File: config.mk
export PLATFORM = sky130hd
export DESIGN_NAME = unix_time_civil_converter_unit
export DESIGN_NICKNAME = d
export VERILOG_FILES = /design/src/rtl/utcc_pkg.sv /design/src/rtl/utcc_cdiv.sv /design/src/rtl/unix_time_civil_converter_unit.sv
export SDC_FILE = /design/constraint.sdc
export NUM_CORES = 2
export LEC_CHECK = 0
export ABC_AREA = 1
export BUFFER_PORTS_ARGS = -buffer_cell sky130_fd_sc_hd__buf_2
export CAP_MARGIN = 10
export CORE_UTILIZATION = 49
export CTS_BUF_LIST = sky130_fd_sc_hd__clkbuf_2 sky130_fd_sc_hd__clkbuf_4 sky130_fd_sc_hd__clkbuf_8
export CTS_CLUSTER_SIZE = 30
export DETAILED_ROUTE_END_ITERATION = 8
export SLEW_MARGIN = 25
export SYNTH_ARGS = -nofsm -noshare
export SYNTH_HDL_FRONTEND = slang
export SYNTH_MEMORY_MAX_BITS = 65536
export SYNTH_SLANG_ARGS = --single-unit
File: constraint.sdc
create_clock -name i_clk -period 7.8 [get_ports i_clk]
set_input_delay 1.17 -clock i_clk [delete_from_list [all_inputs] [get_ports i_clk]]
set_output_delay 1.17 -clock i_clk [all_outputs]
set_load 0.03 [all_outputs]
File: src/rtl/utcc_pkg.sv
package utcc_pkg;

    localparam int SECS_W = 38;
    localparam int YEAR_W = 14;
    localparam int MON_W  = 4;
    localparam int DAY_W  = 5;
    localparam int HOUR_W = 5;
    localparam int MIN_W  = 6;
    localparam int SEC_W  = 6;

    localparam int unsigned SECS_PER_DAY  = 86400;
    localparam int unsigned SECS_PER_HOUR = 3600;
    localparam int unsigned SECS_PER_MIN  = 60;
    localparam int unsigned EPOCH_SHIFT   = 719468;
    localparam int unsigned DAYS_PER_ERA  = 146097;
    localparam int unsigned LAST_ERA_DAY  = 146096;
    localparam int unsigned DAYS_PER_CENT = 36524;
    localparam int unsigned DAYS_PER_4Y   = 1460;
    localparam int unsigned DAYS_PER_YEAR = 365;
    localparam int unsigned YEARS_PER_ERA = 400;
    localparam int unsigned YEAR_MIN      = 1970;
    localparam int unsigned YEAR_MAX      = 9999;
    localparam int unsigned MONTHS        = 12;
    localparam int unsigned HOUR_MAX      = 23;
    localparam int unsigned MIN_MAX       = 59;

    // The day count is taken as (seconds >> DAY_SHIFT) / DAY_DIV_LOW.
    localparam int unsigned DAY_SHIFT   = 7;
    localparam int unsigned DAY_DIV_LOW = SECS_PER_DAY >> DAY_SHIFT;

    localparam logic [SECS_W-1:0] MAX_SECONDS = 38'd253402300799;

    localparam logic KIND_TO_CIVIL = 1'b0;
    localparam logic KIND_TO_SECS  = 1'b1;

    typedef struct packed {
        logic              kind;
        logic [SECS_W-1:0] unix_seconds;
        logic [YEAR_W-1:0] year_in;
        logic [MON_W-1:0]  month_in;
        logic [DAY_W-1:0]  day_in;
        logic [HOUR_W-1:0] hour_in;
        logic [MIN_W-1:0]  minute_in;
        logic [SEC_W-1:0]  sec_in;
    } t_in;

    typedef struct packed {
        logic [SECS_W-1:0] unix_seconds_out;
        logic [YEAR_W-1:0] year_out;
        logic [MON_W-1:0]  month_out;
        logic [DAY_W-1:0]  day_out;
        logic [HOUR_W-1:0] hour_out;
        logic [MIN_W-1:0]  minute_out;
        logic [SEC_W-1:0]  sec_out;
        logic              range_error;
    } t_out;

    // First day of each month within a March-based year.
    function automatic logic [8:0] month_start(input logic [3:0] mp);
        logic [8:0] v;
        unique case (mp)
            4'd0:    v = 9'd0;
            4'd1:    v = 9'd31;
            4'd2:    v = 9'd61;
            4'd3:    v = 9'd92;
            4'd4:    v = 9'd122;
            4'd5:    v = 9'd153;
            4'd6:    v = 9'd184;
            4'd7:    v = 9'd214;
            4'd8:    v = 9'd245;
            4'd9:    v = 9'd275;
            4'd10:   v = 9'd306;
            4'd11:   v = 9'd337;
            default: v = 9'd0;
        endcase
        return v;
    endfunction

endpackage

File: src/rtl/utcc_cdiv.sv
module utcc_cdiv #(
    parameter int          W   = 17,
    parameter int unsigned DIV = 60
) (
    input  logic         i_clk,
    input  logic [W-1:0] i_x,
    output logic [W-1:0] o_q,
    output logic [W-1:0] o_r
);

    // Truncated reciprocal: the estimate is never high and at most one low.
    localparam longint unsigned RECIP_FULL = (64'd1 << W) / DIV;
    localparam logic [W-1:0]    RECIP      = W'(RECIP_FULL);
    localparam logic [W-1:0]    DIVISOR    = W'(DIV);

    logic [2*W-1:0] w_prod;
    logic [2*W-1:0] w_back;
    logic [W-1:0]   w_rem;
    logic           w_fix;

    logic [W-1:0] r_x;
    logic [W-1:0] r_qe;
    logic [W-1:0] r_q;
    logic [W-1:0] r_r;
    logic [W-1:0] n_q;
    logic [W-1:0] n_r;

    assign w_prod = {{W{1'b0}}, i_x} * {{W{1'b0}}, RECIP};
    assign w_back = {{W{1'b0}}, r_qe} * {{W{1'b0}}, DIVISOR};
    assign w_rem  = r_x - w_back[W-1:0];
    assign w_fix  = (w_rem >= DIVISOR);
    assign n_q    = w_fix ? r_qe + W'(1) : r_qe;
    assign n_r    = w_fix ? w_rem - DIVISOR : w_rem;

    always_ff @(posedge i_clk) begin
        r_x  <= i_x;
        r_qe <= w_prod[2*W-1:W];
        r_q  <= n_q;
        r_r  <= n_r;
    end

    assign o_q = r_q;
    assign o_r = r_r;

endmodule

File: src/rtl/unix_time_civil_converter_unit.sv
// Throughput: one item per cycle; busy stays low, since every stage advances every cycle.
// The pipeline holds a chain of reciprocal-multiply dividers on the seconds-to-date path.
// Results are strobed by o_done for one cycle and cannot be held off by the receiver.
// Reset (synchronous, active low) clears the valid pipeline and o_done; items in flight are lost.
module unix_time_civil_converter_unit (
    input  logic            i_clk,
    input  logic            i_rst_n,
    input  logic            i_start,
    input  utcc_pkg::t_in   i_item,
    output logic            o_busy,
    output logic            o_done,
    output utcc_pkg::t_out  o_result
);
    import utcc_pkg::*;

    localparam int NS = 13;

    localparam int W_D675 = SECS_W - DAY_SHIFT;
    localparam int W_D400 = YEAR_W;
    localparam int W_TOD  = 17;
    localparam int W_ERA  = 22;
    localparam int W_TMIN = 11;
    localparam int W_DOE  = 18;

    typedef struct packed {
        logic              kind;
        logic [SECS_W-1:0] secs;
        logic [YEAR_W-1:0] y_in;
        logic [MON_W-1:0]  m_in;
        logic [DAY_W-1:0]  d_in;
        logic [HOUR_W-1:0] h_in;
        logic [MIN_W-1:0]  mi_in;
        logic [SEC_W-1:0]  s_in;
        logic              err0;
        logic              bad;
        logic [13:0]       yy;
        logic [3:0]        mp1;
        logic [8:0]        doy1;
        logic [16:0]       tod;
        logic [4:0]        era1;
        logic [17:0]       doe1;
        logic [21:0]       days1;
        logic [SECS_W-1:0] secs1;
        logic [SEC_W-1:0]  tsec;
        logic [HOUR_W-1:0] hr;
        logic [MIN_W-1:0]  mn;
        logic [4:0]        era0;
        logic [17:0]       doe0;
        logic [2:0]        c_cent;
        logic              last_day;
        logic [8:0]        yoe0;
        logic [17:0]       t_yr;
        logic [8:0]        doy0;
        logic [3:0]        mp0;
        logic [YEAR_W-1:0] y0;
        logic [MON_W-1:0]  m0;
        logic [DAY_W-1:0]  d0;
    } t_pipe;

    function automatic logic [1:0] cent_of(input logic [8:0] yoe);
        return 2'(yoe >= 9'd100) + 2'(yoe >= 9'd200) + 2'(yoe >= 9'd300);
    endfunction

    logic            w_accept;
    logic [NS-1:0]   r_vld;
    logic            r_done;
    t_pipe           r_p [NS];
    t_pipe           n_p [NS];
    t_out            r_res;
    t_out            n_res;

    logic [W_D675-1:0] d675_q, d675_r;
    logic [W_D400-1:0] d400_q, d400_r;
    logic [W_TOD-1:0]  dsec_q, dsec_r;
    logic [W_ERA-1:0]  dera_q, dera_r;
    logic [W_TMIN-1:0] dmin_q, dmin_r;
    logic [W_DOE-1:0]  d4y_q, d4y_r;
    logic [W_DOE-1:0]  dyr_q, dyr_r;

    logic [W_TOD-1:0]  w_rem;
    logic [W_ERA-1:0]  w_z;
    logic [W_DOE-1:0]  w_n;

    assign o_busy   = 1'b0;
    assign w_accept = i_start & ~o_busy;

    // Day count and remainder: the low seven bits bypass the divide by 675.
    utcc_cdiv #(.W(W_D675), .DIV(DAY_DIV_LOW)) u_div_day (
        .i_clk (i_clk),
        .i_x   (r_p[0].secs[SECS_W-1:DAY_SHIFT]),
        .o_q   (d675_q),
        .o_r   (d675_r)
    );

    utcc_cdiv #(.W(W_D400), .DIV(YEARS_PER_ERA)) u_div_era_yr (
        .i_clk (i_clk),
        .i_x   (r_p[1].yy),
        .o_q   (d400_q),
        .o_r   (d400_r)
    );

    assign w_rem = {d675_r[9:0], r_p[2].secs[DAY_SHIFT-1:0]};
    assign w_z   = d675_q[W_ERA-1:0] + W_ERA'(EPOCH_SHIFT);

    utcc_cdiv #(.W(W_TOD), .DIV(SECS_PER_MIN)) u_div_sec (
        .i_clk (i_clk),
        .i_x   (w_rem),
        .o_q   (dsec_q),
        .o_r   (dsec_r)
    );

    utcc_cdiv #(.W(W_ERA), .DIV(DAYS_PER_ERA)) u_div_era (
        .i_clk (i_clk),
        .i_x   (w_z),
        .o_q   (dera_q),
        .o_r   (dera_r)
    );

    utcc_cdiv #(.W(W_TMIN), .DIV(SECS_PER_MIN)) u_div_min (
        .i_clk (i_clk),
        .i_x   (dsec_q[W_TMIN-1:0]),
        .o_q   (dmin_q),
        .o_r   (dmin_r)
    );

    utcc_cdiv #(.W(W_DOE), .DIV(DAYS_PER_4Y)) u_div_4y (
        .i_clk (i_clk),
        .i_x   (dera_r[W_DOE-1:0]),
        .o_q   (d4y_q),
        .o_r   (d4y_r)
    );

    // Leap-corrected day of era, divided by 365 to give the year of era.
    assign w_n = r_p[6].doe0 - d4y_q + W_DOE'(r_p[6].c_cent) - W_DOE'(r_p[6].last_day);

    utcc_cdiv #(.W(W_DOE), .DIV(DAYS_PER_YEAR)) u_div_yr (
        .i_clk (i_clk),
        .i_x   (w_n),
        .o_q   (dyr_q),
        .o_r   (dyr_r)
    );

    always_comb begin
        logic [3:0] v_mp;
        logic [3:0] v_m;
        v_mp = '0;
        v_m  = r_p[11].mp0;

        n_p[0]              = '0;
        n_p[0].kind         = i_item.kind;
        n_p[0].secs         = i_item.unix_seconds;
        n_p[0].y_in         = i_item.year_in;
        n_p[0].m_in         = i_item.month_in;
        n_p[0].d_in         = i_item.day_in;
        n_p[0].h_in         = i_item.hour_in;
        n_p[0].mi_in        = i_item.minute_in;
        n_p[0].s_in         = i_item.sec_in;

        for (int k = 1; k < NS; k++) begin
            n_p[k] = r_p[k-1];
        end

        n_p[1].err0 = (r_p[0].secs > MAX_SECONDS);
        n_p[1].bad  = (r_p[0].y_in < YEAR_W'(YEAR_MIN)) || (r_p[0].y_in > YEAR_W'(YEAR_MAX)) ||
                      (r_p[0].m_in == 4'd0) || (r_p[0].m_in > MON_W'(MONTHS)) ||
                      (r_p[0].d_in == 5'd0) || (r_p[0].h_in > HOUR_W'(HOUR_MAX)) ||
                      (r_p[0].mi_in > MIN_W'(MIN_MAX)) || (r_p[0].s_in > SEC_W'(MIN_MAX));
        n_p[1].yy   = r_p[0].y_in - YEAR_W'(r_p[0].m_in <= 4'd2);
        n_p[1].mp1  = (r_p[0].m_in > 4'd2) ? r_p[0].m_in - 4'd3 : r_p[0].m_in + 4'd9;
        n_p[1].doy1 = month_start(n_p[1].mp1) + 9'(r_p[0].d_in) - 9'd1;

        n_p[2].tod = 17'(r_p[1].h_in) * 17'(SECS_PER_HOUR) +
                     17'(r_p[1].mi_in) * 17'(SECS_PER_MIN) + 17'(r_p[1].s_in);

        n_p[4].era1 = d400_q[4:0];
        n_p[4].doe1 = 18'(d400_r[8:0]) * 18'(DAYS_PER_YEAR) + 18'(d400_r[8:2]) -
                      18'(cent_of(d400_r[8:0])) + 18'(r_p[3].doy1);

        n_p[5].days1    = 22'(r_p[4].era1) * 22'(DAYS_PER_ERA) + 22'(r_p[4].doe1) -
                          22'(EPOCH_SHIFT);
        n_p[5].tsec     = dsec_r[SEC_W-1:0];
        n_p[5].era0     = dera_q[4:0];
        n_p[5].doe0     = dera_r[W_DOE-1:0];
        n_p[5].c_cent   = 3'(dera_r >= W_ERA'(DAYS_PER_CENT)) +
                          3'(dera_r >= W_ERA'(2 * DAYS_PER_CENT)) +
                          3'(dera_r >= W_ERA'(3 * DAYS_PER_CENT)) +
                          3'(dera_r >= W_ERA'(4 * DAYS_PER_CENT));
        n_p[5].last_day = (dera_r == W_ERA'(LAST_ERA_DAY));

        n_p[6].secs1 = SECS_W'(r_p[5].days1) * SECS_W'(SECS_PER_DAY) + SECS_W'(r_p[5].tod);

        n_p[7].hr = dmin_q[HOUR_W-1:0];
        n_p[7].mn = dmin_r[MIN_W-1:0];

        n_p[9].yoe0 = dyr_q[8:0];
        n_p[9].t_yr = 18'(dyr_q[8:0]) * 18'(DAYS_PER_YEAR) + 18'(dyr_q[8:2]) -
                      18'(cent_of(dyr_q[8:0]));

        n_p[10].doy0 = 9'(r_p[9].doe0 - r_p[9].t_yr);

        for (int j = 1; j < 12; j++) begin
            v_mp = v_mp + 4'(r_p[10].doy0 >= month_start(4'(j)));
        end
        n_p[11].mp0 = v_mp;

        // January and February belong to the following calendar year.
        n_p[12].m0 = (v_m < 4'd10) ? v_m + 4'd3 : v_m - 4'd9;
        n_p[12].d0 = 5'(r_p[11].doy0 - month_start(v_m) + 9'd1);
        n_p[12].y0 = 14'(r_p[11].yoe0) + 14'(r_p[11].era0) * 14'(YEARS_PER_ERA) +
                     14'(v_m >= 4'd10);
    end

    always_comb begin
        n_res = '0;
        if (r_p[NS-1].kind == KIND_TO_CIVIL) begin
            if (r_p[NS-1].err0) begin
                n_res.range_error = 1'b1;
            end else begin
                n_res.unix_seconds_out = r_p[NS-1].secs;
                n_res.year_out         = r_p[NS-1].y0;
                n_res.month_out        = r_p[NS-1].m0;
                n_res.day_out          = r_p[NS-1].d0;
                n_res.hour_out         = r_p[NS-1].hr;
                n_res.minute_out       = r_p[NS-1].mn;
                n_res.sec_out          = r_p[NS-1].tsec;
            end
        end else begin
            if (r_p[NS-1].bad) begin
                n_res.range_error = 1'b1;
            end else begin
                n_res.unix_seconds_out = r_p[NS-1].secs1;
            end
        end
    end

    always_ff @(posedge i_clk) begin
        if (!i_rst_n) begin
            r_vld  <= '0;
            r_done <= 1'b0;
        end else begin
            r_vld  <= {r_vld[NS-2:0], w_accept};
            r_done <= r_vld[NS-1];
        end
    end

    always_ff @(posedge i_clk) begin
        for (int k = 0; k < NS; k++) begin
            r_p[k] <= n_p[k];
        end
        r_res <= n_res;
    end

    assign o_done   = r_done;
    assign o_result = r_res;

    a_latency: assert property (@(posedge i_clk) disable iff (!i_rst_n)
        w_accept |-> ##(NS + 1) o_done)
        else $error("accepted item did not produce a result on time");

    a_no_phantom: assert property (@(posedge i_clk) disable iff (!i_rst_n)
        o_done |-> $past(w_accept, NS + 1))
        else $error("result strobe without an accepted item");

    a_err_zero: assert property (@(posedge i_clk) disable iff (!i_rst_n)
        (o_done && o_result.range_error) |->
        (o_result.unix_seconds_out == '0 && o_result.year_out == '0 &&
         o_result.month_out == '0 && o_result.day_out == '0 && o_result.hour_out == '0 &&
         o_result.minute_out == '0 && o_result.sec_out == '0))
        else $error("range error with nonzero result fields");

    a_civil_range: assert property (@(posedge i_clk) disable iff (!i_rst_n)
        (o_done && !o_result.range_error && o_result.year_out != '0) |->
        (o_result.month_out >= 4'd1 && o_result.month_out <= 4'd12 &&
         o_result.day_out >= 5'd1 && o_result.hour_out <= 5'd23 &&
         o_result.minute_out <= 6'd59 && o_result.sec_out <= 6'd59))
        else $error("date fields out of range");

    a_secs_only: assert property (@(posedge i_clk) disable iff (!i_rst_n)
        (o_done && !o_result.range_error && o_result.year_out == '0) |->
        (o_result.month_out == '0 && o_result.day_out == '0 && o_result.hour_out == '0))
        else $error("seconds result with stray date fields");

endmodule

==> metrics.cfg <==
[worst_setup_path]
path_delay_family = adder cells
cp.arrival_ns = 7.91
critPathCaptureType = flip-flop
crit_required_ns = 8.63
critPathBufInv = 8
crit_fanout = 4
path_class = reg2reg
cp_slowest_cell = fa_1
critPathMaxStageDelay_ns = 0.53
crit_path_frequent_cell = inv_1
start_kind = flip-flop

[clocking]
cts_sinks = 1643
cts_setup_buffers = 0
holdBufCountCts = 0
ctsLongestPathBuffers = 4
clkTransAtPathRegs_ns = 0.06
cts_buffers = 282
cts_tree = yes
htree_num_levels = 5
cts_root_buf = clkbuf_8
clk_latency_ns = 0.98
ctsResizeCount = 0

[synth]
synth_area_per_cell_um2 = 9.45
async_reset_ff_frac = 0
synth_edf_count = 0
yosysUniqueCellTypes = 62
ys.flop_type = dfxtp_1
syn_inst = 9624
syn-num-nets = 11759
ys_ff_latch = 1643
yosys.area.top_type_share = 0.362
synth_area_um2 = 91000
yosys_warnings = 0
synthTopCellsByArea = dfxtp_1 (36%), ha_1 (19%), fa_1 (15%), inv_1 (8.4%), nand2_1 (5.9%)
synth_top_area_cell = dfxtp_1
synth-seq-area-share = 0.362

[global_route]
grt_usage = 0.224
grt_use_met2 = 0.363
use_met1 = 0.298
grt_pass1_wl_um = 331000
grt_antenna_before_repair = 20
grt_max_degree = 43
grt-ovfl-total = 0
globalRouteMet3Util = 0.0454
first_global_vias = 63272
grt.busiest_layer = met2

[timing]
hold_violations = 0
fin_crit_sh = 0.907
rsz0062_at_grt = no
layout_min_cycle_time_ns = 7.07
setup_viol_count_final = 0
worst_pin_slew_ns = 1.15
timing.final.max_slew_violations = 0
max_freq_mhz = 141
fin_tns_setup_ns = 0
slew_headroom = 0.224
fin_worst_skew_ns = 0.0735

[die]
die_area_um2 = 187000
die_h_um = 433
std_cell_rows = 157
die_x_um = 433
start_util = 0.495
pin_count = 163
core_area_um2 = 184000

[final_layout]
area_growth_pct = 10.8
drive_gt1_frac = 0.0699
fillCellCount = 16669
num-nets-final = 12194

[drt]
drc = 0
via_per_inst = 4.82
drtAntennaViolNets = 0
drt_pass1_iterations = 5
vias = 61230
drtIter0Drc = 2780
drt-wirelength-per-cell_um = 16.0
wirelength_um = 204000

[min_path]
hold_path_class = reg2reg

[outcome]
status = complete, no violations

[place]
portBuffers = 161
hpwl_um = 169000
gp_congestion = 0.919

[job]
drv_cap = 0

-- Yosys cell counts, drive strengths merged, types with 75 or more instances --
master  count
fa        665
nor3       75
nand3     334
dfxtp    1643
nor2      486
o21ai     252
nand4      99
ha       1388
a21oi     415
nand2    1429
inv      2043
xor2      279
xnor2     159
-- stage by stage --
stage	hold slack (ns)	worst slack (ns)	instances	util	area, µm²
finish	0.261	0.728	12713	0.549	101000
global route	0.209	0.0571	12711	0.549	101000
CTS	0.177	0.644	12709	0.549	101000
detailed placement	0.312	0.662	12239	0.517	94900
global placement	0.310	0.666	12239	0.517	94900
floorplan	0.310	1.07	9624	-	91000
-- state kept, by name, summed over array words and instances, names as in the netlist, 17 cells and up --
register        flops
u_div_day.r_qe     22
u_div_sec.r_x      17
u_div_day.r_x      30
r_p              1234
u_div_era.r_x      22
u_div_day.o_q      22
u_div_yr.r_x       18
u_div_era.o_r      22
o_result           79
u_div_4y.r_x       17
-- layout by cell type (no fill, tap or decap), drive strengths merged, types with 17 or more instances in the layout --
cell / n
ha: 1388
nor4: 19
o21bai: 25
nand3: 334
a21o: 37
xnor2: 159
o21ai: 252
nand4: 99
or2: 17
clkinv: 31
xor2: 279
nor2: 486
fa: 665
inv: 2045
nand3b: 24
buf: 186
a31oi: 37
a22o: 36
dfxtp: 1643
clkbuf: 415
o211ai: 22
nor3: 75
a21oi: 415
nand2: 1429
-- layout make-up --
type	instances	area, µm²	area share
clock buffers	415	5300	0.0526
well taps	2464	3080	0.0306
flip-flops and latches	1643	32900	0.326
inverters	2044	7670	0.0761
diodes	4	10.0	0.0000993
repair buffers	186	993	0.00985
clock inverters	55	637	0.00632
multi-input cells	5902	50200	0.498
-- routing by layer --
metal / part of all wire / up-vias
li1: - / 31131
met1: 0.47 / 28700
met2: 0.45 / 1062
met3: 0.049 / 321
met4: 0.027 / 16
met5: 0.00055 / -
-- logic make-up (layout without fill, tap and decap cells) --
group	Yosys count	after routing	share of synthesized area
AO/OA/AOI/OAI	904	904	0.0568
XOR/XNOR	438	438	0.0423
adder cells (fa/ha/maj)	2053	2053	0.337
buffers and inverters	2079	2700	0.0863
flip-flops	1643	1643	0.362
other	1	5	0.0000412
AND/OR/NAND/NOR	2506	2506	0.116
-- final timing paths --
kind	cells past startpoint	to	from	slack, ns
worst max register to register	32	u_div_yr.r_qe[9]	r_p[3][63]	0.73
worst max-delay path	32	u_div_yr.r_qe[9]	r_p[3][63]	0.73
worst min register to register	0	r_p[6][310]	r_p[5][625]	0.26
worst min-delay path	0	r_p[6][310]	r_p[5][625]	0.26
Power is not shown: default switching activity piles up to over one toggle a cycle in this logic, so the estimate is an artifact.
